==> config.mk <==
export PLATFORM = sky130hd
export DESIGN_NAME = mpcs_queue
export DESIGN_NICKNAME = d
export VERILOG_FILES = /design/src/hw/rtl/mpcs_pkg.sv /design/src/hw/rtl/mpcs_queue.sv
export SDC_FILE = /design/constraint.sdc
export NUM_CORES = 1
export LEC_CHECK = 0
export ABC_AREA = 1
export CAP_MARGIN = 20
export CORE_MARGIN = 5
export CORE_UTILIZATION = 62
export CTS_CLUSTER_SIZE = 28
export DETAILED_ROUTE_END_ITERATION = 8
export DONT_BUFFER_PORTS = 1
export HOLD_SLACK_MARGIN = 0.05
export PLACE_DENSITY = 0.78
export SLEW_MARGIN = 40
export SYNTH_ARGS = -nofsm -noshare
export SYNTH_HDL_FRONTEND = slang
export SYNTH_SLANG_ARGS = --single-unit
export TNS_END_PERCENT = 100
==> constraint.sdc <==
create_clock -name aclk -period 4.1 [get_ports aclk]
set_input_delay 0.41 -clock aclk [delete_from_list [all_inputs] [get_ports aclk]]
set_output_delay 0.41 -clock aclk [all_outputs]
set_load 0.03 [all_outputs]
==> src/hw/rtl/mpcs_pkg.sv <==
// Shared widths, register indexes and transaction types of the count splitter.
// Used by every module of the block; depends on nothing.
`default_nettype none
package mpcs_pkg;

    localparam int MAX_CLASSES_DEF = 6;
    localparam int READS_W         = 24;
    localparam int MASK_W          = 6;
    localparam int WEIGHT_W        = 16;
    localparam int CLS_W           = 3;
    localparam int SUM_W           = WEIGHT_W + 3;
    localparam int FRAC_W          = 8;
    localparam int PROD_W          = READS_W + WEIGHT_W;
    localparam int DIVIDEND_W      = PROD_W + FRAC_W;
    localparam int SHARE_W         = 32;
    localparam int CFG_IDX_W       = 3;
    localparam int CFG_DATA_W      = 16;
    localparam int QUEUE_DEPTH     = 2;

    localparam logic [CFG_IDX_W-1:0] REG_ACTIVE = 3'd6;

    typedef struct packed {
        logic [READS_W-1:0] reads;
        logic [MASK_W-1:0]  mask;
        logic [SUM_W-1:0]   wsum;
        logic [CLS_W-1:0]   mapped;
        logic [CLS_W-1:0]   used;
        logic               gend;
    } entry_t;

    typedef struct packed {
        logic [CLS_W-1:0] cls;
        logic             last;
        logic             gend;
    } tag_t;

endpackage
`default_nettype wire

==> src/hw/rtl/mpcs_queue.sv <==
// Short queue of classified exon transactions between the front and back parts.
// Depends on mpcs_pkg for the entry type and the queue depth.
`default_nettype none
module mpcs_queue (
    input  wire logic            aclk,
    input  wire logic            aresetn,
    input  wire logic            push,
    input  wire mpcs_pkg::entry_t push_entry,
    input  wire logic            pop,
    output logic                 full,
    output logic                 head_valid,
    output mpcs_pkg::entry_t     head_entry
);
    import mpcs_pkg::*;

    localparam int PTR_W = (QUEUE_DEPTH > 1) ? $clog2(QUEUE_DEPTH) : 1;
    localparam int CNT_W = $clog2(QUEUE_DEPTH + 1);

    entry_t            mem_reg [QUEUE_DEPTH];
    logic [PTR_W-1:0]  wr_ptr_reg, rd_ptr_reg;
    logic [CNT_W-1:0]  count_reg;

    assign full       = (count_reg == CNT_W'(QUEUE_DEPTH));
    assign head_valid = (count_reg != '0);
    assign head_entry = mem_reg[rd_ptr_reg];

    always_ff @(posedge aclk) begin
        if (push) begin
            mem_reg[wr_ptr_reg] <= push_entry;
        end
    end

    always_ff @(posedge aclk) begin
        if (!aresetn) begin
            wr_ptr_reg <= '0;
            rd_ptr_reg <= '0;
            count_reg  <= '0;
        end else begin
            if (push) begin
                wr_ptr_reg <= (wr_ptr_reg == PTR_W'(QUEUE_DEPTH - 1)) ? '0 : wr_ptr_reg + 1'b1;
            end
            if (pop) begin
                rd_ptr_reg <= (rd_ptr_reg == PTR_W'(QUEUE_DEPTH - 1)) ? '0 : rd_ptr_reg + 1'b1;
            end
            if (push && !pop) begin
                count_reg <= count_reg + 1'b1;
            end else if (pop && !push) begin
                count_reg <= count_reg - 1'b1;
            end
        end
    end

endmodule
`default_nettype wire

==> impl_metrics.json <==
{
  "outcome": "finished, final reports clean",
  "clockRootBuffer": "clkbuf_8",
  "hold_viol": 0,
  "fin_skew_ns": 0.003896,
  "gp_congestion": 0.6401,
  "grt_setup_unrepaired": "false",
  "io_buffer_count": 0,
  "syn-cell-area_sq_um": 4433,
  "ys_types": 14,
  "area_growth_pct": 29.18,
  "clk_latency_ns": 0.50,
  "postCtsSetupRepairBufs": 0,
  "core_sq_um": 6869,
  "synth_cells": 209,
  "grt_use_met2_pct": 33.87,
  "cts_resized": 0,
  "max_cap_viol_count": 0,
  "numClockSinks": 117,
  "cp.arrival_ns": 1.91,
  "stdcell_area_sq_um": 5727,
  "layout_common_cells": "112 x edfxtp_1, 59 x dlygate4sd3_1, 40 x mux2_4",
  "grt_first_pass_wirelength_um": 12060,
  "largest_reg_flops": 112,
  "path_class": "flip-flop to output pin",
  "synthMuxAreaShare_pct": 17.61,
  "die_x_um": 94.56,
  "worstSetupEndpointType": "output pin",
  "use_met1_pct": 19.62,
  "period_needed_ns": 2.318,
  "max_freq_mhz": 431.5,
  "antenna_cells": 0,
  "cts_made_buffers": 17,
  "initial_core_util_pct": 64.54,
  "dp_hpwl_um": 4697,
  "synthAdderAreaFrac_pct": 0.2822,
  "dieArea_sq_um": 8941,
  "place_area_sq_um": 4513,
  "post_drt_wl_per_cell_um": 20.91,
  "cp.required_ns": 3.69,
  "num_rows": 30,
  "first_pass_iters": 4,
  "drtIter0Drc": 120,
  "synth_top_family_by_area": "multiplexers",
  "antenna_found_initial": 0,
  "ys_seq_area_share_pct": 78.13,
  "busiest_layer": "met2",
  "relSlewSlack_pct": 49.07,
  "clockBufferDepth": 2,
  "overflow": 0,
  "avgSynthCellArea_sq_um": 21.21,
  "cts_tree": "yes",
  "drtAntennaViolNets": 0,
  "drive_gt1_share_pct": 30.07,
  "synth_xor_xnor_area_share_pct": 0,
  "hp-class": "input pin to flip-flop",
  "final_common_cell": "edfxtp_1",
  "cellPowerDensity_nw_per_um2": 562.0,
  "ir_drop_uv": 349.5,
  "die_height_um": 94.56,
  "yosys.area_share.simple_pct": 1.693,
  "synth_compound_area_share_pct": 0.2258,
  "tightest_slew_ns": 0.7622,
  "setup_tns_ns": 0,
  "wirelength_um": 8197,
  "synth_fp_nets": 270,
  "crit_fanout": 34,
  "power.leakage_nw": 2.093,
  "vias_per_cell": 5.357,
  "maxSlewViolCount": 0,
  "grt.total_usage_pct": 19.13,
  "drc": 0,
  "fillers": 308,
  "grt_pass1_vias": 2291,
  "vias": 2100,
  "synth_warnings": 0,
  "h-tree-depth": 4,
  "clkSlewWorstSetupHoldPaths_ns": 0.05,
  "start_kind": "flip-flop",
  "synth.ff_latch_count": 117,
  "grtUsageMet3_pct": 7.490,
  "setup_viol": 0,
  "fin_nets": 344,
  "grt_max_degree": 57,
  "fin_crit_sh_pct": 56.52,
  "io_pins": 118
}
## logic make-up (layout without fill, tap and decap cells)
kind of cell,Yosys count,in the layout
simple gates,19,19
flops,117,117
mux,56,56
compound gates,2,2
buf+inv,14,101
fa+ha+maj,1,1
## synth_stat cells (all sizes together)
cell type,n,share of area [%]
inv,8,0.68
a21oi,1,0.11
o21ai,1,0.11
nand4,1,0.14
nand3,1,0.11
buf,6,1.4
nor2,8,0.68
edfxtp,112,76
ha,1,0.28
dfxtp,5,2.3
mux2,56,18
nand2,9,0.76
## metal layers
metal / wire length, um / vias to the layer above / part of all wire, %
met5: 0 / - / 0
met4: 104 / 0 / 1.3
met3: 563 / 10 / 6.9
met2: 4473 / 95 / 55
met1: 3056 / 1038 / 37
li1: - / 957 / -
## what timing repair did
item                                   in CTS  in global routing
hold buffers                               59                  0
endpoints found under the hold margin     117                  0
setup endpoints to repair                   0                  0
## power breakdown
part	switching [mW]	internal (mW)
logic	0.200	0.123
clock network	0.502	0.983
registers	0.0277	1.38
total	0.729	2.49
## path summary, 6_finish.rpt
kind,from,to,slack [ns],cells after the start
hold reg to reg,rd_ptr_reg$_SDFFE_PN0P_,flip-flop,0.52,2
setup reg to reg,wr_ptr_reg$_SDFFE_PN0P_,mem_reg[0][6]$_DFFE_PP_,2.28,2
hold / removal,pop,flip-flop,0.09,3
setup / recovery,flip-flop,head_entry[42],1.78,2
## worst max-delay path: stages (launching register included)
cell and delay [ns]:
dfxtp_4 0.60, buf_12 0.31, mux2_2 0.47
## through the flow
stage | power [mW] | setup slack, ns | instances | utilization, % | hold slack [ns]
detailed placement | 1.700 | 2.174 | 300 | 65.70 | 0.5009
finish | 3.219 | 1.783 | 392 | 83.37 | 0.08626
global placement | 1.689 | 2.239 | 300 | 65.66 | 0.4753
floorplan | 1.672 | 0.8283 | 209 | - | 0.4635
CTS | 3.233 | 1.629 | 391 | 83.08 | 0.05806
global route | 3.317 | 1.710 | 392 | 83.37 | 0.08415
## cell type report
type,count,area (sq um),area share [%]
multi-input combinational,78,885.9,15.47
inverter,8,32.53,0.5681
clock buffer,19,421.7,7.363
sequential,117,3467,60.54
clock inverter,13,181.4,3.168
timing repair buffer,61,618.1,10.79
tap,96,120.1,2.097
Power figures use the tool's default switching activity.
