## src/hw/rtl/mpcs_pkg.sv

```systemverilog
// Shared widths, register indexes and transaction types of the count splitter.
// Used by every module of the block; depends on nothing.
`default_nettype none
package mpcs_pkg;

    localparam int MAX_CLASSES_DEF = 6;
    localparam int READS_W         = 24;
    localparam int MASK_W          = 6;
    localparam int WEIGHT_W        = 16;
    localparam int CLS_W           = 3;
    localparam int SUM_W           = WEIGHT_W + 3;
    localparam int FRAC_W          = 8;
    localparam int PROD_W          = READS_W + WEIGHT_W;
    localparam int DIVIDEND_W      = PROD_W + FRAC_W;
    localparam int SHARE_W         = 32;
    localparam int CFG_IDX_W       = 3;
    localparam int CFG_DATA_W      = 16;
    localparam int QUEUE_DEPTH     = 2;

    localparam logic [CFG_IDX_W-1:0] REG_ACTIVE = 3'd6;

    typedef struct packed {
        logic [READS_W-1:0] reads;
        logic [MASK_W-1:0]  mask;
        logic [SUM_W-1:0]   wsum;
        logic [CLS_W-1:0]   mapped;
        logic [CLS_W-1:0]   used;
        logic               gend;
    } entry_t;

    typedef struct packed {
        logic [CLS_W-1:0] cls;
        logic             last;
        logic             gend;
    } tag_t;

endpackage
`default_nettype wire

```

## src/hw/rtl/mpcs_front.sv

```systemverilog
// Front part: accepts exon transactions and classifies them (masked weight sum,
// mapped class count). Depends on mpcs_pkg; feeds mpcs_queue.
`default_nettype none
module mpcs_front #(
    parameter int MAX_CLASSES = mpcs_pkg::MAX_CLASSES_DEF
) (
    input  wire logic                              s_valid,
    output logic                                   s_ready,
    input  wire logic [mpcs_pkg::READS_W-1:0]      s_exon_reads,
    input  wire logic [mpcs_pkg::MASK_W-1:0]       s_class_mask,
    input  wire logic                              s_gene_end,
    input  wire logic [mpcs_pkg::WEIGHT_W-1:0]     weight [MAX_CLASSES],
    input  wire logic [mpcs_pkg::CLS_W-1:0]        used,
    input  wire logic                              queue_full,
    output logic                                   push,
    output mpcs_pkg::entry_t                       push_entry
);
    import mpcs_pkg::*;

    logic [MASK_W-1:0] eff_mask;
    logic [SUM_W-1:0]  wsum;

    assign s_ready = !queue_full;
    assign push    = s_valid && !queue_full;

    always_comb begin
        for (int i = 0; i < MASK_W; i++) begin
            eff_mask[i] = s_class_mask[i] && (CLS_W'(i) < used);
        end
        wsum = '0;
        for (int i = 0; i < MAX_CLASSES; i++) begin
            if (eff_mask[i]) begin
                wsum = wsum + SUM_W'(weight[i]);
            end
        end
        push_entry.reads  = s_exon_reads;
        push_entry.mask   = eff_mask;
        push_entry.wsum   = wsum;
        push_entry.mapped = CLS_W'($countones(eff_mask));
        push_entry.used   = used;
        push_entry.gend   = s_gene_end;
    end

endmodule
`default_nettype wire

```

## config.mk

```make
export PLATFORM = sky130hd
export DESIGN_NAME = mpcs_front
export DESIGN_NICKNAME = d
export VERILOG_FILES = /design/src/hw/rtl/mpcs_pkg.sv /design/src/hw/rtl/mpcs_front.sv
export SDC_FILE = /design/constraint.sdc
export NUM_CORES = 1
export LEC_CHECK = 0
export BUFFER_PORTS_ARGS = -buffer_cell sky130_fd_sc_hd__buf_2
export CAP_MARGIN = 0
export CELL_PAD_IN_SITES_DETAIL_PLACEMENT = 1
export CELL_PAD_IN_SITES_GLOBAL_PLACEMENT = 1
export CORE_AREA = 2 2 91 158
export DETAILED_ROUTE_END_ITERATION = 8
export DIE_AREA = 0 0 93 160
export GPL_TIMING_DRIVEN = 0
export PLACE_DENSITY = 0.88
export SETUP_SLACK_MARGIN = 0.2
export SYNTH_ARGS = -nofsm -noshare
export SYNTH_HDL_FRONTEND = slang
export SYNTH_SLANG_ARGS = --single-unit
```

## constraint.sdc

```tcl
create_clock -name vclk -period 17.75
set_input_delay 0.8875 -clock vclk [all_inputs]
set_output_delay 0.8875 -clock vclk [all_outputs]
set_load 0.05 [all_outputs]
```

==> metrics.md <==
| Metric | Value |
|---|---|
| Drt drc | `0` |
| Share of post-route cells with drive strength above 1 | `24.52%` |
| Post-DP HPWL | `16.74 mm` |
| Finished Core Util | `46.57%` |
| IR drop worst, VDD | `0.05483 mV` |
| Via count | `6315` |
| Maximum fanout encountered on the critical timing path | `10` |
| Multiplexer fraction of the synthesized cell area | `4.778%` |
| Vias in the first global route | `6763` |
| Die area | `14880 um^2` |
| Total wire length | `19.01 mm` |
| Overflow left after global routing | `0` |
| Max-cap check violation count | `0` |
| Final-layout setup total negative slack | `0 ns` |
| Class of the worst hold path | `primary input to primary output` |
| Global-route wire length before repair | `31.11 mm` |
| Hold-fix buffer count after cts | `0` |
| Setup slack after placement | `5.993 ns` |
| Fmax achieved | `84.12 MHz` |
| WL/cell | `17.16 um` |
| Post-synthesis simple-gate area fraction | `21.66%` |
| Initial Utilization | `39.02%` |
| Area of the core | `13690 um^2` |
| Largest stage delay on the critical path | `0.60 ns` |
| Adder and majority cell fraction of the synthesized area | `23.51%` |
| RePlAce Congestion | `0.9204` |
| Antenna violations before repair | `1` |
| Die Y | `160 um` |
| Placement row count | `57` |
| Layout fillers | `1919` |
| Fraction of the yosys area taken by sequential cells | `0%` |
| Period minus WS final | `11.89 ns` |
| Portion of the clock cycle consumed by the worst path in the final layout | `66.97%` |
| # resized after CTS | `0` |
| Kind of end point of the critical path | `primary output` |
| Crit path setup slack, layout | `5.863 ns` |
| Area of combinational cells with multiple inputs | `4887 um^2` |
| Required @ worst endpoint | `16.86 ns` |
| Clock Buffer Count | `0` |
| Post-synthesis compound-gate area fraction | `31.19%` |
| PnR Total Power | `497.7 uW` |
| Count of endpoints failing hold in the final timing report | `0` |
| Critical path class | `primary input to primary output` |
| Non-Filler Instances | `1108` |
| Post-CTS setup-driven buffer insertion count | `0` |
| # port buffers | `162` |
| Xor and xnor area share after synthesis | `10.33%` |
| Flip-flop and latch area | `0 um^2` |
| Final layout net count | `1157` |
| Slew HR | `21.84%` |
| Main combinational cell family by area after synthesis | `compound AO/OA/AOI/OAI gates` |
| Layout overhead on the synthesized area | `19.37%` |
| Slowest CP cell | `sky130_fd_sc_hd__a2111oi_0` |
| Detail Route Antenna Nets | `0` |
| Initial DRT Pass Iterations | `4` |
| Mapped Nets | `993` |
| Count of pins over their slew limit | `0` |
| Number of cells in the design after placement | `1107` |
| Critical path arrival | `11.00 ns` |
| Number of sequential storage elements | `0` |
| Number of warnings reported in the yosys synthesis log | `0` |
| Avg Vias per Cell | `5.699` |
| Initial DRC Count | `162` |
| Width of the die | `93 um` |
| Average footprint of a synthesized cell | `6.957 um^2` |
| I/O pin total | `190` |
| Least-Margin Pin Slew | `1.167 ns` |
| Leakage power | `0.003281 uW` |
| Total GRT Usage | `25.21%` |
| Post-Syn Area | `5343 um^2` |
| Startpoint Class | `primary input` |
| Synth unique cells | `67` |
| Unrepaired setup endpoints after global routing | `no` |
| Final setup vio count | `0` |
| Pin count of the biggest net entering global routing | `12` |
| Run status | `complete, no violations` |
| Synth Instances | `768` |
| PwrDens | `78.04 nW/um^2` |
==> per-layer routing <==
layer	routed length [um]	share of wire [%]	track usage, %	vias to the layer above
met4	902	4.7	11.10	0
met5	0	0	0	-
met3	705	3.7	1.604	57
li1	-	-	-	3099
met2	10690	56	50.99	192
met1	6708	35	25.25	2967
==> cell usage after synthesis, types with 4 or more instances <==
master / instances / share of area [%]
sky130_fd_sc_hd__ha_1: 85 / 20
sky130_fd_sc_hd__nand2_1: 70 / 4.9
sky130_fd_sc_hd__nor2_1: 68 / 4.8
sky130_fd_sc_hd__a21oi_1: 66 / 6.2
sky130_fd_sc_hd__o21ai_0: 51 / 4.8
sky130_fd_sc_hd__inv_1: 39 / 2.7
sky130_fd_sc_hd__xnor2_1: 38 / 6.2
sky130_fd_sc_hd__buf_4: 28 / 3.9
sky130_fd_sc_hd__a21o_1: 27 / 3.8
sky130_fd_sc_hd__xor2_1: 25 / 4.1
sky130_fd_sc_hd__nand3_1: 23 / 2.2
sky130_fd_sc_hd__mux2_2: 20 / 4.2
sky130_fd_sc_hd__and2_1: 19 / 2.2
sky130_fd_sc_hd__o21a_1: 18 / 2.5
sky130_fd_sc_hd__nor3_1: 15 / 1.4
sky130_fd_sc_hd__clkbuf_1: 14 / 0.98
sky130_fd_sc_hd__a31oi_1: 12 / 1.4
sky130_fd_sc_hd__nand2b_1: 12 / 1.4
sky130_fd_sc_hd__o211ai_1: 11 / 1.5
sky130_fd_sc_hd__nor2b_1: 9 / 1.1
sky130_fd_sc_hd__o21bai_1: 9 / 1.3
sky130_fd_sc_hd__fa_1: 8 / 3.0
sky130_fd_sc_hd__a211oi_1: 7 / 0.98
sky130_fd_sc_hd__and3_1: 7 / 0.82
sky130_fd_sc_hd__a2111oi_0: 4 / 0.66
sky130_fd_sc_hd__buf_2: 4 / 0.37
sky130_fd_sc_hd__nor3b_1: 4 / 0.56
sky130_fd_sc_hd__or2_2: 4 / 0.47
==> placed cells by master, fill, tap and decap left out, types with 8 or more instances in the layout <==
master and instances:
sky130_fd_sc_hd__clkbuf_1 14, sky130_fd_sc_hd__o211ai_1 11, sky130_fd_sc_hd__ha_1 85, sky130_fd_sc_hd__xor2_1 25, sky130_fd_sc_hd__a31oi_1 12, sky130_fd_sc_hd__nand2_1 70
sky130_fd_sc_hd__o21ai_0 51, sky130_fd_sc_hd__a21o_1 27, sky130_fd_sc_hd__buf_4 28, sky130_fd_sc_hd__o21a_1 18, sky130_fd_sc_hd__inv_1 39, sky130_fd_sc_hd__fa_1 8
sky130_fd_sc_hd__o21bai_1 9, sky130_fd_sc_hd__nor3_1 15, sky130_fd_sc_hd__nor2_1 68, sky130_fd_sc_hd__mux2_2 20, sky130_fd_sc_hd__nor2b_1 9, sky130_fd_sc_hd__buf_2 166
sky130_fd_sc_hd__xnor2_1 38, sky130_fd_sc_hd__a21oi_1 66, sky130_fd_sc_hd__nand2b_1 12, sky130_fd_sc_hd__nand3_1 23, sky130_fd_sc_hd__and2_1 19
==> critical path: cells and delay by family <==
family / cells / cell delay, ns
xor+xnor: 5 / 0.75
simple gates: 10 / 1.96
fa+ha+maj: 5 / 1.78
buf+inv: 4 / 0.92
compound gates: 17 / 4.12
mux: 2 / 0.57
==> path summary, 6_finish.rpt <==
path | cells past startpoint | start | end
worst min-delay path | 2 | s_exon_reads[22] | push_entry[54]
worst max-delay path | 43 | used[1] | push_entry[21]
==> final cells by class <==
| type | instances | share of cell area [%] |
|---|---|---|
| plain buffers | 49 | 4.728 |
| diodes | 1 | 0.03924 |
| repair buffers | 162 | 12.71 |
| inverters | 41 | 2.413 |
| well taps | 177 | 3.473 |
| multi-input cells | 678 | 76.63 |
==> cell families after synthesis <==
kind of cell             Yosys count
adder cells (fa/ha/maj)           96
XOR/XNOR                          63
AND/OR/NAND/NOR                  245
multiplexers                      23
buffers and inverters             90
AO/OA/AOI/OAI                    251
==> metrics by stage <==
step	area, um^2	hold slack [ns]
2_1_floorplan	5343	1.942
3_5_place_dp	6375	2.078
4_1_cts	6375	2.078
3_3_place_gp	6375	2.077
5_1_grt	6377	2.079
6_report	6377	2.077
==> where the power goes <==
group          total (uW)  internal, uW  switching [uW]   leakage [uW]
sequential              0             0               0              0
clock          0.00000754    0.00000753               0  0.00000000634
combinational         498           191             307        0.00328
total                 498           191             307        0.00328
(Power assumes the default switching activity.)
