[src/hw/rtl/mpcs_pkg.sv]
// Shared widths, register indexes and transaction types of the count splitter.
// Used by every module of the block; depends on nothing.
`default_nettype none
package mpcs_pkg;

    localparam int MAX_CLASSES_DEF = 6;
    localparam int READS_W         = 24;
    localparam int MASK_W          = 6;
    localparam int WEIGHT_W        = 16;
    localparam int CLS_W           = 3;
    localparam int SUM_W           = WEIGHT_W + 3;
    localparam int FRAC_W          = 8;
    localparam int PROD_W          = READS_W + WEIGHT_W;
    localparam int DIVIDEND_W      = PROD_W + FRAC_W;
    localparam int SHARE_W         = 32;
    localparam int CFG_IDX_W       = 3;
    localparam int CFG_DATA_W      = 16;
    localparam int QUEUE_DEPTH     = 2;

    localparam logic [CFG_IDX_W-1:0] REG_ACTIVE = 3'd6;

    typedef struct packed {
        logic [READS_W-1:0] reads;
        logic [MASK_W-1:0]  mask;
        logic [SUM_W-1:0]   wsum;
        logic [CLS_W-1:0]   mapped;
        logic [CLS_W-1:0]   used;
        logic               gend;
    } entry_t;

    typedef struct packed {
        logic [CLS_W-1:0] cls;
        logic             last;
        logic             gend;
    } tag_t;

endpackage
`default_nettype wire

[src/hw/rtl/mpcs_div.sv]
// Pipelined restoring divider, one quotient bit per stage; the last stage is the
// result register of the block. Depends on mpcs_pkg.
`default_nettype none
module mpcs_div (
    input  wire logic                              aclk,
    input  wire logic                              aresetn,
    input  wire logic                              advance,
    input  wire logic                              in_valid,
    input  wire logic [mpcs_pkg::DIVIDEND_W-1:0]   in_dividend,
    input  wire logic [mpcs_pkg::SUM_W-1:0]        in_divisor,
    input  wire mpcs_pkg::tag_t                    in_tag,
    output logic                                   out_valid,
    output logic [mpcs_pkg::SHARE_W-1:0]           out_quotient,
    output mpcs_pkg::tag_t                         out_tag
);
    import mpcs_pkg::*;

    localparam int STAGES = SHARE_W;

    typedef struct packed {
        logic [SUM_W-1:0]   rem;
        logic [SHARE_W-1:0] word;
        logic [SUM_W-1:0]   dvs;
        tag_t               tag;
    } stage_t;

    stage_t             src        [STAGES];
    stage_t             stage_next [STAGES];
    stage_t             stage_reg  [STAGES];
    logic [STAGES-1:0]  vld_reg;

    always_comb begin
        logic [SUM_W:0] trial;
        logic [SUM_W:0] diff;
        logic           ge;
        src[0].rem  = SUM_W'(in_dividend[DIVIDEND_W-1:SHARE_W]);
        src[0].word = in_dividend[SHARE_W-1:0];
        src[0].dvs  = in_divisor;
        src[0].tag  = in_tag;
        for (int i = 1; i < STAGES; i++) begin
            src[i] = stage_reg[i-1];
        end
        for (int i = 0; i < STAGES; i++) begin
            trial = {src[i].rem, src[i].word[SHARE_W-1]};
            diff  = trial - {1'b0, src[i].dvs};
            ge    = (trial >= {1'b0, src[i].dvs});
            stage_next[i].rem  = ge ? diff[SUM_W-1:0] : trial[SUM_W-1:0];
            stage_next[i].word = {src[i].word[SHARE_W-2:0], ge};
            stage_next[i].dvs  = src[i].dvs;
            stage_next[i].tag  = src[i].tag;
        end
    end

    always_ff @(posedge aclk) begin
        if (!aresetn) begin
            vld_reg <= '0;
        end else if (advance) begin
            vld_reg <= {vld_reg[STAGES-2:0], in_valid};
        end
    end

    always_ff @(posedge aclk) begin
        if (advance) begin
            for (int i = 0; i < STAGES; i++) begin
                stage_reg[i] <= stage_next[i];
            end
        end
    end

    assign out_valid    = vld_reg[STAGES-1];
    assign out_quotient = stage_reg[STAGES-1].word;
    assign out_tag      = stage_reg[STAGES-1].tag;

endmodule
`default_nettype wire

[config.mk]
export PLATFORM = sky130hd
export DESIGN_NAME = mpcs_div
export DESIGN_NICKNAME = d
export VERILOG_FILES = /design/src/hw/rtl/mpcs_pkg.sv /design/src/hw/rtl/mpcs_div.sv
export SDC_FILE = /design/constraint.sdc
export NUM_CORES = 2
export LEC_CHECK = 0
export BUFFER_PORTS_ARGS = -buffer_cell sky130_fd_sc_hd__clkbuf_2
export CAP_MARGIN = 25
export CELL_PAD_IN_SITES_DETAIL_PLACEMENT = 0
export CELL_PAD_IN_SITES_GLOBAL_PLACEMENT = 2
export CORE_ASPECT_RATIO = 0.7
export CORE_MARGIN = 2
export CORE_UTILIZATION = 46
export DETAILED_ROUTE_END_ITERATION = 10
export GPL_TIMING_DRIVEN = 0
export HOLD_SLACK_MARGIN = 0.02
export PLACE_DENSITY = 0.83
export SKIP_LAST_GASP = 1
export SLEW_MARGIN = 10
export SYNTH_ARGS = -nofsm -noshare
export SYNTH_HDL_FRONTEND = slang
export SYNTH_SLANG_ARGS = --single-unit
[constraint.sdc]
create_clock -name aclk -period 3.5 [get_ports aclk]
set_input_delay 0.175 -clock aclk [delete_from_list [all_inputs] [get_ports aclk]]
set_output_delay 0.175 -clock aclk [all_outputs]
set_load 0.005 [all_outputs]
==> flow_metrics.env <==
export IMPL_status="completed"
export IMPL_htreeDepth=4
export IMPL_setup_tns_ns=0
export IMPL_postSynth_asyncResetShare=0
export IMPL_path_clk_slew_ns=0.07
export IMPL_drive_gt1_frac=0.120
export IMPL_worstMarginPinSlew_ns=0.820
export IMPL_finalCriticalPeriod_ns=3.45
export IMPL_synthTopCellsByArea="edfxtp_1, ha_1, inv_1, xnor2_1, o21ai_0"
export IMPL_end_kind="flip-flop"
export IMPL_fillCellCount=19400
export IMPL_post_route_util=0.532
export IMPL_power_total_mw=108
export IMPL_syn_area_um2=107000
export IMPL_grt_first_pass_wirelength_um=333000
export IMPL_clock_sinks=2394
export IMPL_worstPathRequired_ns=4.15
export IMPL_drv_slew=0
export IMPL_die_x_um=582
export IMPL_antenna_found_initial=3
export IMPL_rsz0062_at_grt="yes"
export IMPL_leakage_nw=47.8
export IMPL_setup_viol=0
export IMPL_wire_per_inst_um=18.6
export IMPL_grt_pass1_vias=58500
export IMPL_ant_nets=0
export IMPL_cellPowerDensity_nw_per_um2=872
export IMPL_cts_tree="yes"
export IMPL_portBuffers=113
export IMPL_fp_row_count=148
export IMPL_timing_rr_start="stage_reg[0][380]"
export IMPL_hold_ws_ns=0.0811
export IMPL_grt_overflow_total=0
export IMPL_r2r_end="stage_reg[0][512]"
export IMPL_route_met2_wl_um=85500
export IMPL_synth_seq_cells=2394
export IMPL_layout_nets=8992
export IMPL_vias=61100
export IMPL_fin_skew_ns=0.0780
export IMPL_yosysUniqueCellTypes=93
export IMPL_cp_arrival_ns=4.10
export IMPL_syn_nets=8403
export IMPL_wl_met3_um=12000
export IMPL_coreArea_um2=232000
export IMPL_top_layer_used="met4"
export IMPL_largest_register_ffs=2362
export IMPL_clockBufferDepth=4
export IMPL_clock_fmax_mhz=290
export IMPL_floorplan_initialDensity=0.463
export IMPL_critPathLaunchType="flip-flop"
export IMPL_wl_met1_um=113000
export IMPL_dieArea_um2=237000
export IMPL_yosysWarningCount=0
export IMPL_synth_flop_cell="edfxtp_1"
export IMPL_avgSynthCellArea_um2=14.0
export IMPL_hold_viol_final=0
export IMPL_synth_top_area_share=0.660
export IMPL_reg2reg_depth=13
export IMPL_synth_edf_count=2362
export IMPL_post_route_drc_count=0
export IMPL_cap_violations=0
export IMPL_ys_seq_area_frac=0.666
export IMPL_clk_latency_ns=0.92
export IMPL_cts_root_buf="clkbuf_16"
export IMPL_cts_buffers=236
export IMPL_vias_per_cell=5.29
export IMPL_fin_crit_sh=0.985
export IMPL_grt_usage=0.177
export IMPL_syn_inst=7690
export IMPL_endpoint="stage_reg[0][512]"
export IMPL_drtIter0Drc=4994
export IMPL_setup_worst_path_start="stage_reg[0][380]"
export IMPL_io_pins=114
export IMPL_ir_worst_vdd_v=0.000497
export IMPL_die_h_um=408
export IMPL_dr_pass1_iters=5
export IMPL_max_slew_margin=0.454
export IMPL_drt_wl_total_um=214000
export IMPL_syn_to_final_growth_pct=15.0
export IMPL_grt_max_degree=117
export IMPL_synth_top_area_cell="edfxtp_1"
export IMPL_hold_class="input pin to flip-flop"
export IMPL_dp_hpwl_um=146000
export IMPL_rrSetupSlack_ns=0.05
export IMPL_path_max_fanout=5
export IMPL_path_class="flip-flop to flip-flop"
export IMPL_place_congestion=0.874
## cells in the mapped netlist (all sizes together) (10+ instances only)
master   instances
edfxtp        2362
mux2           248
a211oi          41
nor3           115
buf             30
a211o           17
clkbuf          77
inv            767
o41ai           10
nor2b          111
xnor2          280
a31o            16
fa              31
o31ai           46
mux2i           67
and2            15
a31oi           48
a21oi          445
or2             20
a2111oi         16
nand2b          87
nor2           272
nand4           56
o21ai          472
a21o           183
nand3          100
o21bai          48
o211ai          24
o2111ai         18
o31a            33
dfxtp           32
ha             606
nand2          497
a41oi           11
nor4            14
o21a            83
a21boi          23
xor2           186
and3            43
or3             36
## cell type report
type,instances,area [um^2],share of cell area
flip-flops and latches,2394,71600,0.579
multi-input cells,4422,33300,0.269
clock buffers,266,6060,0.0491
well taps,3075,3850,0.0311
repair buffers,354,3420,0.0277
inverters,767,2890,0.0234
clock inverters,164,1780,0.0144
plain buffers,104,682,0.00552
diodes,2,5.00,0.0000405
## routing by layer
layer | up-vias | global-route usage
met5 | - | 0
met4 | 0 | 0.0410
met3 | 298 | 0.0307
met2 | 1260 | 0.241
met1 | 29800 | 0.289
li1 | 29800 | -
## what timing repair did
action | in CTS | in global routing
hold endpoints to repair | 198 | 0
hold buffers | 142 | 0
cloned | 6 | 4
pin swaps | 18 | 35
resized for setup | 162 | 179
buffers inserted | 36 | 28
setup endpoints to repair | 583 | 578
## power by group
part	switching (mW)	leakage, nW	internal (mW)
clock network	10.8	3.81	15.0
logic	22.5	20.6	17.4
registers	2.81	23.4	39.2
total	36.2	47.8	71.6
## cells in the final DEF, fill, tap and decap left out, types with 43 or more instances in the layout
cell / count
nor2_1: 266
o21ai_0: 436
clkbuf_2: 131
clkinv_2: 47
clkbuf_16: 240
clkbuf_1: 51
edfxtp_1: 2362
mux2_2: 179
mux2_1: 54
nor2b_1: 105
ha_1: 599
dlygate4sd3_1: 135
nor3_1: 113
a21oi_1: 428
inv_1: 760
o21bai_1: 48
and3_1: 43
buf_4: 78
a21o_1: 183
mux2i_1: 67
xor2_1: 186
nand2_1: 493
a31oi_1: 44
o21a_1: 82
xnor2_1: 280
nand4_1: 56
nand2b_1: 86
clkinv_1: 46
nand3_1: 99
## worst max-delay path, stage by stage, from the launching register on
cell       delay (ns)
edfxtp_1         0.48
ha_4             0.20
fa_2             0.23
nor2b_4          0.05
o31ai_4          0.22
or4b_4           0.54
a31oi_4          0.24
a21oi_2          0.08
nor3_2           0.18
nor2_2           0.08
a2111oi_4        0.21
buf_6            0.20
buf_8            0.15
mux2_4           0.31
## worst min-delay path by stage
stage               slack [ns]          endpoint             from  cells after the start
floorplan                 0.27   stage_reg[0][0]        in_tag[0]                      0
global placement          0.35  stage_reg[0][25]   in_dividend[0]                      1
detailed placement        0.35  stage_reg[0][40]  in_dividend[15]                      1
CTS                       0.02  stage_reg[0][45]  in_dividend[20]                      2
global route              0.06  stage_reg[0][45]  in_dividend[20]                      2
finish                    0.08  stage_reg[0][45]  in_dividend[20]                      2
## metrics by stage
stage	setup WS, ns	instance area (um^2)	instances
floorplan	0.308	107000	7690
global placement	-38.83	112000	10900
detailed placement	-1.37	113000	10900
CTS	-0.0281	123000	11500
global route	-0.0692	124000	11500
finish	0.0509	124000	11500
## kinds of logic (layout without fill, tap and decap cells)
family	count (synthesis)	in the layout	synth area share
flip-flops	2394	2394	0.666
other	0	2	0
AO/OA/AOI/OAI	1605	1605	0.0939
multiplexers	315	315	0.0326
adder cells (fa/ha/maj)	637	637	0.0764
AND/OR/NAND/NOR	1399	1399	0.0620
buffers and inverters	874	1655	0.0310
XOR/XNOR	466	466	0.0380
(Power assumes the default switching activity.)
