`src/hw/rtl/mpcs_pkg.sv`:
```
// Shared widths, register indexes and transaction types of the count splitter.
// Used by every module of the block; depends on nothing.
`default_nettype none
package mpcs_pkg;

    localparam int MAX_CLASSES_DEF = 6;
    localparam int READS_W         = 24;
    localparam int MASK_W          = 6;
    localparam int WEIGHT_W        = 16;
    localparam int CLS_W           = 3;
    localparam int SUM_W           = WEIGHT_W + 3;
    localparam int FRAC_W          = 8;
    localparam int PROD_W          = READS_W + WEIGHT_W;
    localparam int DIVIDEND_W      = PROD_W + FRAC_W;
    localparam int SHARE_W         = 32;
    localparam int CFG_IDX_W       = 3;
    localparam int CFG_DATA_W      = 16;
    localparam int QUEUE_DEPTH     = 2;

    localparam logic [CFG_IDX_W-1:0] REG_ACTIVE = 3'd6;

    typedef struct packed {
        logic [READS_W-1:0] reads;
        logic [MASK_W-1:0]  mask;
        logic [SUM_W-1:0]   wsum;
        logic [CLS_W-1:0]   mapped;
        logic [CLS_W-1:0]   used;
        logic               gend;
    } entry_t;

    typedef struct packed {
        logic [CLS_W-1:0] cls;
        logic             last;
        logic             gend;
    } tag_t;

endpackage
`default_nettype wire

```
`src/hw/rtl/mpcs_back.sv`:
```
// Back part: walks the queued exon's classes, one per cycle unless stalled, and
// forms each share's dividend and divisor. Depends on mpcs_pkg; feeds mpcs_div.
`default_nettype none
module mpcs_back #(
    parameter int MAX_CLASSES = mpcs_pkg::MAX_CLASSES_DEF
) (
    input  wire logic                              aclk,
    input  wire logic                              aresetn,
    input  wire logic                              advance,
    input  wire logic                              head_valid,
    input  wire mpcs_pkg::entry_t                  head_entry,
    input  wire logic [mpcs_pkg::WEIGHT_W-1:0]     weight [MAX_CLASSES],
    output logic                                   pop,
    output logic                                   div_valid,
    output logic [mpcs_pkg::DIVIDEND_W-1:0]        div_dividend,
    output logic [mpcs_pkg::SUM_W-1:0]             div_divisor,
    output mpcs_pkg::tag_t                         div_tag
);
    import mpcs_pkg::*;

    logic [CLS_W-1:0]    k_reg;
    logic                issue, last, zero_sum;
    logic                a_valid_reg, a_on_reg;
    logic [READS_W-1:0]  a_reads_reg;
    logic [WEIGHT_W-1:0] a_wop_reg;
    logic [SUM_W-1:0]    a_div_reg;
    tag_t                a_tag_reg;
    logic                b_valid_reg;
    logic [DIVIDEND_W-1:0] b_dividend_reg;
    logic [SUM_W-1:0]    b_div_reg;
    tag_t                b_tag_reg;
    logic [PROD_W-1:0]   product;

    assign zero_sum = (head_entry.wsum == '0);
    assign last     = (k_reg == head_entry.used - 1'b1);
    assign issue    = head_valid && advance;
    assign pop      = issue && last;
    assign product  = a_reads_reg * a_wop_reg;

    always_ff @(posedge aclk) begin
        if (!aresetn) begin
            k_reg       <= '0;
            a_valid_reg <= 1'b0;
            b_valid_reg <= 1'b0;
        end else if (advance) begin
            a_valid_reg <= issue;
            b_valid_reg <= a_valid_reg;
            if (issue) begin
                k_reg <= last ? '0 : k_reg + 1'b1;
            end
        end
    end

    always_ff @(posedge aclk) begin
        if (advance) begin
            a_reads_reg   <= head_entry.reads;
            a_on_reg      <= head_entry.mask[k_reg];
            a_wop_reg     <= zero_sum ? WEIGHT_W'(1) : weight[k_reg];
            if (!zero_sum) begin
                a_div_reg <= head_entry.wsum;
            end else if (head_entry.mapped == '0) begin
                a_div_reg <= SUM_W'(1);
            end else begin
                a_div_reg <= SUM_W'(head_entry.mapped);
            end
            a_tag_reg.cls  <= k_reg;
            a_tag_reg.last <= last;
            a_tag_reg.gend <= head_entry.gend;
            b_dividend_reg <= a_on_reg ? {product, FRAC_W'(0)} : '0;
            b_div_reg      <= a_div_reg;
            b_tag_reg      <= a_tag_reg;
        end
    end

    assign div_valid    = b_valid_reg;
    assign div_dividend = b_dividend_reg;
    assign div_divisor  = b_div_reg;
    assign div_tag      = b_tag_reg;

endmodule
`default_nettype wire

```
`config.mk`:
```
export PLATFORM = sky130hd
export DESIGN_NAME = mpcs_back
export DESIGN_NICKNAME = d
export VERILOG_FILES = /design/src/hw/rtl/mpcs_pkg.sv /design/src/hw/rtl/mpcs_back.sv
export SDC_FILE = /design/constraint.sdc
export NUM_CORES = 1
export LEC_CHECK = 0
export BUFFER_PORTS_ARGS = -buffer_cell sky130_fd_sc_hd__buf_2
export CAP_MARGIN = 15
export CORE_ASPECT_RATIO = 0.5
export CORE_MARGIN = 2
export CORE_UTILIZATION = 25
export DETAILED_ROUTE_END_ITERATION = 10
export GPL_TIMING_DRIVEN = 0
export SYNTH_ARGS = -nofsm -noshare
export SYNTH_HDL_FRONTEND = slang
export SYNTH_SLANG_ARGS = --single-unit
```
`constraint.sdc`:
```
create_clock -name aclk -period 5.9 [get_ports aclk]
set_input_delay 1.475 -clock aclk [delete_from_list [all_inputs] [get_ports aclk]]
set_output_delay 1.475 -clock aclk [all_outputs]
set_load 0.02 [all_outputs]
```
==> impl_results.md, run 1 <==
* Outcome: complete, but fails checks
* Violated checks: negative setup slack
* Via density at 4.57
* Finish-stage setup viols at 13
* Mean Syn Cell Area at 9.92 µm²
* Die outline height at 194 µm
* RR Startpoint: a_reads_reg[1]
* Inserted Clock Buffers at 17
* Top cell type's share of synthesized area at 33.9%
* Fin crit share at 103%
* Yosys warnings at 0
* Number of cells traversed by the worst hold path at 0
* CTS tree: built
* Hold Worst Slack at 413 ps
* Actual slew at the worst max-slew pin at 963 ps
* Hold wc startpoint: a_div_reg[1]
* CP endpoint kind: flop
* Post-synthesis cell type count at 69
* Clock-pin slew reported for the worst setup and hold paths after clock tree synthesis at 70 ps
* Setup repair after global routing missed its margin: yes
* Number of DRC markers in iteration 0 at 1019
* Routed wire length per instance at 17.7 µm
* End-of-flow core utilization at 32.5%
* Cell chosen for the clock root: clkbuf_16
* Total iterations of the first detailed-routing run at 5
* Largest register FFs at 40
* Final instance area at 23200 µm²
* Cell types with the largest area share after synthesis: fa_1, edfxtp_1, ha_1
* Number of cells produced by synthesis at 1819
* Maximum number of pins on one net before global-route repair at 71
* Overall overflow remaining after global route at 0
* Final Routed Wirelength at 56000 µm
* GP Congestion at 0.891
* Standard cell core area at 71200 µm²
* Peak per-stage delay on the critical path at 570 ps
* Cell-by-cell listing of the critical path: clkbuf_4, nand2_1, fa_1, fa_1, inv_2, fa_1, fa_1, fa_1, inv_2, fa_1, inv_2, ha_4, buf_6, nand3_4, nor3_4, nand3_1, nand2_2, a41oi_4, a21o_1, a211o_1
* Min Clock Period, post-route at 6070 ps
* Highest clock frequency the design can meet at 165 MHz
* Number of antenna violations at the first check in global routing at 6
* Clock tree skew after final layout at 39.8 ps
* Critical path launch point type: flop
* Number of clock sinks at 134
* Number of flops mapped to enable cells by yosys at 129
* Max-Slew Margin vs Limit at 35.8%
* Via count of the first global-routing pass at 14886
* Async SR Flop Fraction at 0%
* Max-cap viol count at 0
* Top cell type by total area after synthesis: fa_1
* Min setup slack post-route at -169 ps
* Area after DPL at 20400 µm²
* DRC viols at 0
* Sequential share of the synthesized area at 22.0%
* Kind of critical path: reg2reg
* Top cell by count, worst path: fa_1
* Number of ports placed on the die boundary at 230
* HPWL after detailed placement at 43600 µm
* Standard-cell row count at 69
* Longest Clk Path Bufs at 2
* Crit path max-delay cell type: fa_1
* DRT antenna net count at 0
* H-Tree Level Count at 4
* Data required, critical path at 6090 ps
* Overall Global Routing Usage at 15.0%
* Endpoint, Worst Hold: div_divisor[1]
* Effective utilization at floorplan at 25.3%
* Die area at 74500 µm²
* End of the worst register-to-register path: div_dividend[47]
* Share of post-route cells with drive strength above 1 at 27.7%
* Number of register bits inferred by synthesis at 134
* Final net count at 2762
* Maximum fanout count along the critical path at 10
* Count of cells along the worst register-to-register path at 20
* Top library cells by usage in the layout, fill and taps aside: inv_1, fa_1, nand2_1
* Global-route wire length before repair at 84500 µm
* Filler instances at 7259
* Predominant post-synthesis flop cell: edfxtp_1
* Worst endpoint data arrival time at 6260 ps
* Tightest Hold Check Type: reg2reg
* Number of endpoints with negative hold slack in the final report at 0
* Setup slack of the worst register-to-register path at -170 ps
* Pins Over Slew Limit at 0
* Layout area overhead at 28.3%
* IO buf count at 221
* Via count of the routed design at 14433
* Die Span X at 384 µm
* Netlist Area Pre-Place at 18000 µm²
* Most frequent standard cell in the layout excluding fill and tap cells: inv_1
* Clock Latency Late Sink at 470 ps
[worst max-delay path by stage]
stage,startpoint,to,slack [ps],cells past startpoint
after CTS,a_wop_reg[6],div_dividend[44],-70,19
after detailed placement,a_reads_reg[7],div_dividend[45],-1140,22
after floorplan,a_wop_reg[1],div_dividend[47],90,20
final,a_reads_reg[1],div_dividend[47],-170,20
after global placement,a_reads_reg[5],div_dividend[45],-1120,22
after global routing,a_wop_reg[6],div_dividend[42],-330,22
[metal layers]
layer | routed length, µm | GRT usage (%) | share of wire (%) | vias up
met3 | 4240 | 3.53 | 7.6 | 105
met2 | 27300 | 24.7 | 49 | 523
met1 | 22600 | 19.0 | 40 | 7387
met4 | 1930 | 5.91 | 3.5 | 0
met5 | 0 | 0 | 0 | -
li1 | - | - | - | 6418
[cells by family (layout without fill, tap and decap cells)]
family,Yosys count,count (layout),synth area share (%)
muxes,38,38,3.40
and+or+nand+nor,572,572,15.4
xor gates and xnor gates,29,29,1.41
adders and majority gates,420,420,41.9
DFF,134,134,22.0
AOI/OAI and AO/OA,156,156,5.96
other,1,9,0.0208
buffers and inverters,469,842,9.98
[through the flow]
step | TNS, ps | std cells | setup WS, ps
6_report | -938 | 3158 | -169
3_3_place_gp | -21890 | 3005 | -1120
4_1_cts | -390 | 3125 | -65.9
5_1_grt | -4190 | 3158 | -333
2_1_floorplan | 0 | 1826 | 88.5
3_5_place_dp | -22030 | 3006 | -1140
[layout make-up]
| cell class | count | area [µm²] | area share [%] |
|---|---|---|---|
| Sequential cell | 134 | 3970 | 17.2 |
| Clock buffer | 17 | 425 | 1.84 |
| Timing Repair Buffer | 355 | 2270 | 9.82 |
| Tap cell | 958 | 1200 | 5.18 |
| Multi-Input combinational cell | 1223 | 13000 | 56.2 |
| Inverter | 363 | 1370 | 5.89 |
| Buffer | 92 | 743 | 3.21 |
| Antenna cell | 1 | 2.50 | 0.0108 |
| Clock inverter | 15 | 163 | 0.702 |
[repair_timing]
item	CTS	global route
pin swaps	47	52
hold buffers	0	0
setup endpoints to repair	28	24
gates cloned	5	1
gates resized for setup	242	109
setup buffers	92	37
[critical path: cells and delay by family (launching register included)]
| kind | cells | cell delay, ps |
|---|---|---|
| buf+inv | 5 | 550 |
| flops | 1 | 500 |
| fa+ha+maj | 7 | 3510 |
| compound gates | 3 | 620 |
| simple gates | 5 | 610 |
[cells in the mapped netlist (4+ instances only)]
cell,number
a211oi_1,4
a21o_1,16
a21oi_1,46
a22oi_1,16
a31oi_1,5
and2_1,169
buf_4,8
clkbuf_1,93
dfxtp_1,5
edfxtp_1,129
fa_1,306
ha_1,114
inv_1,362
mux2_2,17
mux2i_1,4
mux4_2,17
nand2_1,254
nand2b_1,7
nand3_1,16
nand4_1,13
nor2_1,67
nor3_1,13
nor4_1,11
o211ai_1,5
o21a_1,4
o21ai_0,26
o21bai_1,6
or3_1,4
xnor2_1,19
xor2_1,10
Power of run 1 is left out: the tool's default activity adds up to more than one toggle a clock period on the data nets, which glitch-free logic cannot reach.
==> run 2: changes to the inputs <==
--- a/config.mk
+++ b/config.mk
@@ -7,11 +7,14 @@
 export LEC_CHECK = 0
 export BUFFER_PORTS_ARGS = -buffer_cell sky130_fd_sc_hd__buf_2
 export CAP_MARGIN = 15
+export CELL_PAD_IN_SITES_DETAIL_PLACEMENT = 2
+export CELL_PAD_IN_SITES_GLOBAL_PLACEMENT = 2
 export CORE_ASPECT_RATIO = 0.5
 export CORE_MARGIN = 2
 export CORE_UTILIZATION = 25
 export DETAILED_ROUTE_END_ITERATION = 10
 export GPL_TIMING_DRIVEN = 0
+export PLACE_DENSITY_LB_ADDON = 0.1
 export SYNTH_ARGS = -nofsm -noshare
 export SYNTH_HDL_FRONTEND = slang
 export SYNTH_SLANG_ARGS = --single-unit
==> impl_results.md, run 2 (synthesized netlist as in run 1, its figures left out) <==
* Via density at 4.51 (-1.3%)
* Via count of the first global-routing pass at 15991 (+7.4%)
* Critical path launch point type: flop
* Cell chosen for the clock root: clkbuf_16
* Die Span X at 384 µm (unchanged)
* Max-Slew Margin vs Limit at 53.4% (+18 points)
* Die outline height at 194 µm (unchanged)
* Final instance area at 24000 µm² (+3.5%)
* Data required, critical path at 6210 ps (+120 ps)
* GP Congestion at 0.797 (-11%)
* Effective utilization at floorplan at 25.3% (unchanged)
* Number of endpoints with negative hold slack in the final report at 0 (unchanged)
* Min Clock Period, post-route at 6150 ps (+81.4 ps)
* Global-route wire length before repair at 104000 µm (+22%)
* Worst endpoint data arrival time at 6460 ps (+200 ps)
* Setup repair after global routing missed its margin: yes
* Via count of the routed design at 14382 (-0.35%)
* Most frequent standard cell in the layout excluding fill and tap cells: inv_1
* Routed wire length per instance at 21.9 µm (+23%)
* Clock tree skew after final layout at 22.8 ps (-16.9 ps)
* Violated checks: negative setup slack
* DRT antenna net count at 0 (unchanged)
* HPWL after detailed placement at 55200 µm (+27%)
* Die area at 74500 µm² (unchanged)
* Kind of critical path: reg2reg
* Pins Over Slew Limit at 0 (unchanged)
* Highest clock frequency the design can meet at 163 MHz (-1.3%)
* H-Tree Level Count at 4 (unchanged)
* Final net count at 2787 (+0.91%)
* Hold buffer count at CTS at 0 (unchanged)
* Maximum fanout count along the critical path at 6 (-4)
* Layout area overhead at 32.8%
* Clock-pin slew reported for the worst setup and hold paths after clock tree synthesis at 90 ps (+20 ps)
* DRC viols at 0 (unchanged)
* Count of cells along the worst register-to-register path at 20 (unchanged)
* Maximum number of pins on one net before global-route repair at 91 (+28%)
* Clock Latency Late Sink at 490 ps (+20 ps)
* Inserted Clock Buffers at 17 (unchanged)
* Standard-cell row count at 69 (unchanged)
* Total iterations of the first detailed-routing run at 4 (-1)
* Top library cells by usage in the layout, fill and taps aside: inv_1, fa_1, nand2_1
* Finish-stage setup viols at 19 (+6)
* Share of post-route cells with drive strength above 1 at 30.8% (+3.1 points)
* Number of clock sinks at 134 (unchanged)
* Fin crit share at 104% (+1.4 points)
* CTS tree: built
* Filler instances at 7848 (+8.1%)
* Longest Clk Path Bufs at 2 (unchanged)
* Overall Global Routing Usage at 19.0% (+3.9 points)
* Number of ports placed on the die boundary at 230 (unchanged)
* Overall overflow remaining after global route at 0 (unchanged)
* Standard cell core area at 71200 µm² (unchanged)
* CP endpoint kind: flop
* Final Routed Wirelength at 69800 µm (+25%)
* Number of antenna violations at the first check in global routing at 4 (-2)
* Min setup slack post-route at -251 ps (-81.4 ps)
* Largest register FFs at 40 (unchanged)
* Outcome: complete, but fails checks
* Number of cells traversed by the worst hold path at 0 (unchanged)
* Actual slew at the worst max-slew pin at 698 ps (-264 ps)
* Number of DRC markers in iteration 0 at 559 (-45%)
* Tightest Hold Check Type: reg2reg
* Max-cap viol count at 0 (unchanged)
* IO buf count at 221 (unchanged)
* Area after DPL at 20400 µm² (unchanged)
[run 2: per-layer routing]
| metal | global-route usage [%] | routed length, µm | part of all wire (%) | up-vias |
|---|---|---|---|---|
| li1 | - | - | - | 6458 |
| met1 | 26.2 | 32500 | 46 | 7698 |
| met2 | 31.7 | 34500 | 49 | 200 |
| met3 | 2.93 | 2340 | 3.4 | 26 |
| met4 | 2.95 | 553 | 0.79 | 0 |
| met5 | 0 | 0 | 0 | - |
[run 2: worst max-delay path, stage by stage, from the launching register on]
cell        delay, ps
edfxtp_1          520
buf_8             200
buf_12            120
buf_4             150
and2_1            150
fa_1              430
fa_1              490
fa_1              620
fa_1              440
fa_1              490
inv_1              50
fa_1              470
inv_1              60
ha_4              330
clkinvlp_4        180
nor4_4            370
o21ai_4           160
a21oi_4           210
o211ai_1          140
and3_1            190
nor3_2            180
[run 2: worst paths after layout]
kind                       from               end  slack (ps)
setup / recovery  a_wop_reg[10]  div_dividend[41]        -250
hold reg to reg   a_div_reg[16]   div_divisor[16]         410
setup reg to reg  a_wop_reg[10]  div_dividend[41]        -250
hold / removal    a_div_reg[16]   div_divisor[16]         410
[run 2: area by class of cell]
type | instances | area, µm² | share of cell area (%)
Antenna cell | 5 | 12.5 | 0.0522
Buffer | 95 | 847 | 3.54
Clock buffer | 18 | 429 | 1.79
Clock inverter | 14 | 136 | 0.569
Inverter | 363 | 1370 | 5.70
Multi-Input combinational cell | 1223 | 13400 | 56.0
Sequential cell | 134 | 3970 | 16.6
Tap cell | 958 | 1200 | 5.00
Timing Repair Buffer | 377 | 2580 | 10.8
[run 2: timing repair]
item / CTS / global route
endpoints found under the setup margin: 29 / 27
setup buffers: 103 / 52
gates cloned: 0 / 2
gates resized for setup: 329 / 118
hold endpoints to repair: 0 / 0
pin swaps: 43 / 91
[run 2: through the flow]
stage | setup WS, ps | hold slack, ps | setup TNS [ps] | std cells | utilization [%]
CTS | -223 | 410 | -2490 | 3131 | 32.5
global route | -411 | 417 | -5990 | 3182 | 33.6
finish | -251 | 411 | -2180 | 3187 | 33.6
detailed placement | -1650 | 405 | -35300 | 3006 | 28.7
global placement | -1650 | 401 | -35280 | 3005 | 28.6
floorplan | 88.5 | 400 | 0 | 1826 | -
Power of run 2 is left out for the same reason.
==> run 3: changes to the inputs <==
--- a/config.mk
+++ b/config.mk
@@ -9,7 +9,7 @@
 export CAP_MARGIN = 15
 export CELL_PAD_IN_SITES_DETAIL_PLACEMENT = 2
 export CELL_PAD_IN_SITES_GLOBAL_PLACEMENT = 2
-export CORE_ASPECT_RATIO = 0.5
+export CORE_ASPECT_RATIO = 2
 export CORE_MARGIN = 2
 export CORE_UTILIZATION = 25
 export DETAILED_ROUTE_END_ITERATION = 10
==> impl_results.md, run 3 (synthesized netlist as in run 1, its figures left out) <==
* Outcome: complete, but fails checks
* Violated checks: negative setup slack
* Max-cap viol count at 0 (unchanged)
* Tightest Hold Check Type: reg2reg
* Finish-stage setup viols at 19 (unchanged)
* Critical Path Start: a_wop_reg[7]
* CP endpoint kind: flop
* Overall Global Routing Usage at 21.2% (+2.2 points)
* Highest clock frequency the design can meet at 162 MHz (-0.11%)
* Number of ports placed on the die boundary at 230 (unchanged)
* Number of antenna violations at the first check in global routing at 1 (-3)
* Inserted Clock Buffers at 17 (unchanged)
* Peak per-stage delay on the critical path at 620 ps (about the same)
* Clock tree skew after final layout at 13.6 ps (-9.18 ps)
* Instance count after placement with tap cells included at 2964 (-1.4%)
* Share of post-route cells with drive strength above 1 at 31.7% (+0.90 points)
* Die area at 74500 µm² (about the same)
* Via density at 4.62 (+2.3%)
* Kind of critical path: reg2reg
* Filler instances at 7981 (+1.7%)
* Via count of the first global-routing pass at 17540 (+9.7%)
* Clock Latency Late Sink at 480 ps (about the same)
* Most frequent standard cell in the layout excluding fill and tap cells: inv_1
* Effective utilization at floorplan at 25.2% (-0.15 points)
* Global-route wire length before repair at 112000 µm (+8.6%)
* GP Congestion at 0.838 (+5.2%)
* Critical path launch point type: flop
* Cell-by-cell listing of the critical path: clkbuf_8, nand2_1, fa_1, inv_1, fa_1, fa_1, fa_2, fa_1, inv_2, fa_1, inv_2, ha_4, buf_12, nand3_2, nor3_2, buf_4, a41oi_4, a21o_1, a211o_1
* Top cell by count, worst path: fa_1
* Die outline height at 384 µm (+98%)
* Setup repair after global routing missed its margin: yes
* Largest register FFs at 40 (unchanged)
* Maximum fanout count along the critical path at 10 (+4)
* Data required, critical path at 6120 ps (-90 ps)
* Fin cells at 3122 (-2.0%)
* CTS tree: built
* Total iterations of the first detailed-routing run at 4 (unchanged)
* Final Routed Wirelength at 76900 µm (+10%)
* Longest Clk Path Bufs at 2 (unchanged)
* Kind of cell with the highest combined delay on the critical path: adder cells
* RR Startpoint: a_wop_reg[7]
* Cell chosen for the clock root: clkbuf_16
* End-of-flow core utilization at 33.0% (-0.63 points)
* Crit path max-delay cell type: fa_1
* Routed wire length per instance at 24.6 µm (+12%)
* Worst endpoint data arrival time at 6380 ps (-80 ps)
* HPWL after detailed placement at 63500 µm (+15%)
* Actual slew at the worst max-slew pin at 896 ps (+198 ps)
* Max-Slew Margin vs Limit at 40.3% (-13 points)
* Min Clock Period, post-route at 6160 ps (+6.56 ps)
* Buf+Inv Stages, Crit Path at 6 (unchanged)
* Number of clock sinks at 134 (unchanged)
* DRC viols at 0 (unchanged)
* Standard cell core area at 71700 µm² (+0.60%)
* Min setup slack post-route at -257 ps (-6.56 ps)
* Top library cells by usage in the layout, fill and taps aside: inv_1, fa_1, nand2_1
* Fin crit share at 104% (+0.11 points)
* Layout area overhead at 31.1%
* Number of DRC markers in iteration 0 at 336 (-40%)
* Overall overflow remaining after global route at 0 (unchanged)
* Maximum number of pins on one net before global-route repair at 96 (+5.5%)
* Number of endpoints with negative hold slack in the final report at 0 (unchanged)
* Hold Worst Slack at 419 ps (+8.46 ps)
* Hold wc startpoint: a_div_reg[14]
* Clock-pin slew reported for the worst setup and hold paths after clock tree synthesis at 70 ps (-20 ps)
* Pins Over Slew Limit at 0 (unchanged)
* IO buf count at 221 (unchanged)
* Standard-cell row count at 139 (+100%)
* Die Span X at 194 µm (-49%)
* Via count of the routed design at 14410 (+0.19%)
* H-Tree Level Count at 4 (unchanged)
* Final net count at 2768 (-0.68%)
* DRT antenna net count at 0 (unchanged)
## run 3: cell count changes in the layout (fill, tap and decap cells not counted), moves of 6 or more
cell / change
inv_1: -9
inv_2: +8
buf_4: -6
a21oi_2: +7
fa_2: +18
clkbuf_4: -7
buf_6: -19
fa_1: -18
clkbuf_8: +22
## run 3: path summary, 6_finish.rpt
| path | end | slack (ps) | depth (start not counted) |
|---|---|---|---|
| setup / recovery | div_dividend[47] | -260 | 19 |
| hold / removal | div_divisor[14] | 420 | 0 |
| hold reg to reg | div_divisor[14] | 420 | 0 |
| setup reg to reg | div_dividend[47] | -260 | 19 |
## run 3: timing repair
action | 4_1_cts | 5_1_grt
buffers inserted | 112 | 26
gates resized for setup | 390 | 58
cloned | 2 | 0
setup endpoints to repair | 30 | 25
pin swaps | 88 | 61
hold buffers | 0 | 0
## run 3: per-layer routing
layer | part of all wire [%] | up-vias | wire length, µm | GRT usage [%]
met2 | 63 | 311 | 48400 | 46.4
li1 | - | 6397 | - | -
met1 | 29 | 7593 | 22100 | 17.4
met4 | 5.8 | 0 | 4440 | 11.1
met5 | 0 | - | 0 | 0
met3 | 2.6 | 109 | 1980 | 2.55
## run 3: worst reg2reg max path: cells and delay by family, from the launching register on
family	cells	cell delay, ps
AO/OA/AOI/OAI	3	640
adder cells (fa/ha/maj)	7	3580
buffers and inverters	6	690
flip-flops	1	500
AND/OR/NAND/NOR	3	490
## run 3: area by class of cell
type	instances	area, µm²	share of cell area (%)
multi-input combinational	1223	13400	56.6
sequential	134	3970	16.8
timing repair buffer	356	2320	9.80
inverter	363	1370	5.78
tap	916	1150	4.85
buffer	97	923	3.90
clock buffer	21	450	1.90
clock inverter	11	92.6	0.391
antenna	1	2.50	0.0106
## run 3: per-stage QoR
| step | area, µm² | TNS (ps) | worst slack (ps) |
|---|---|---|---|
| 2_1_floorplan | 18100 | 0 | 88.5 |
| 3_3_place_gp | 20300 | -35640 | -1670 |
| 3_5_place_dp | 20400 | -35430 | -1700 |
| 4_1_cts | 23300 | -3020 | -268 |
| 5_1_grt | 23700 | -7100 | -443 |
| 6_report | 23700 | -2570 | -257 |
Power of run 3 is left out for the same reason.
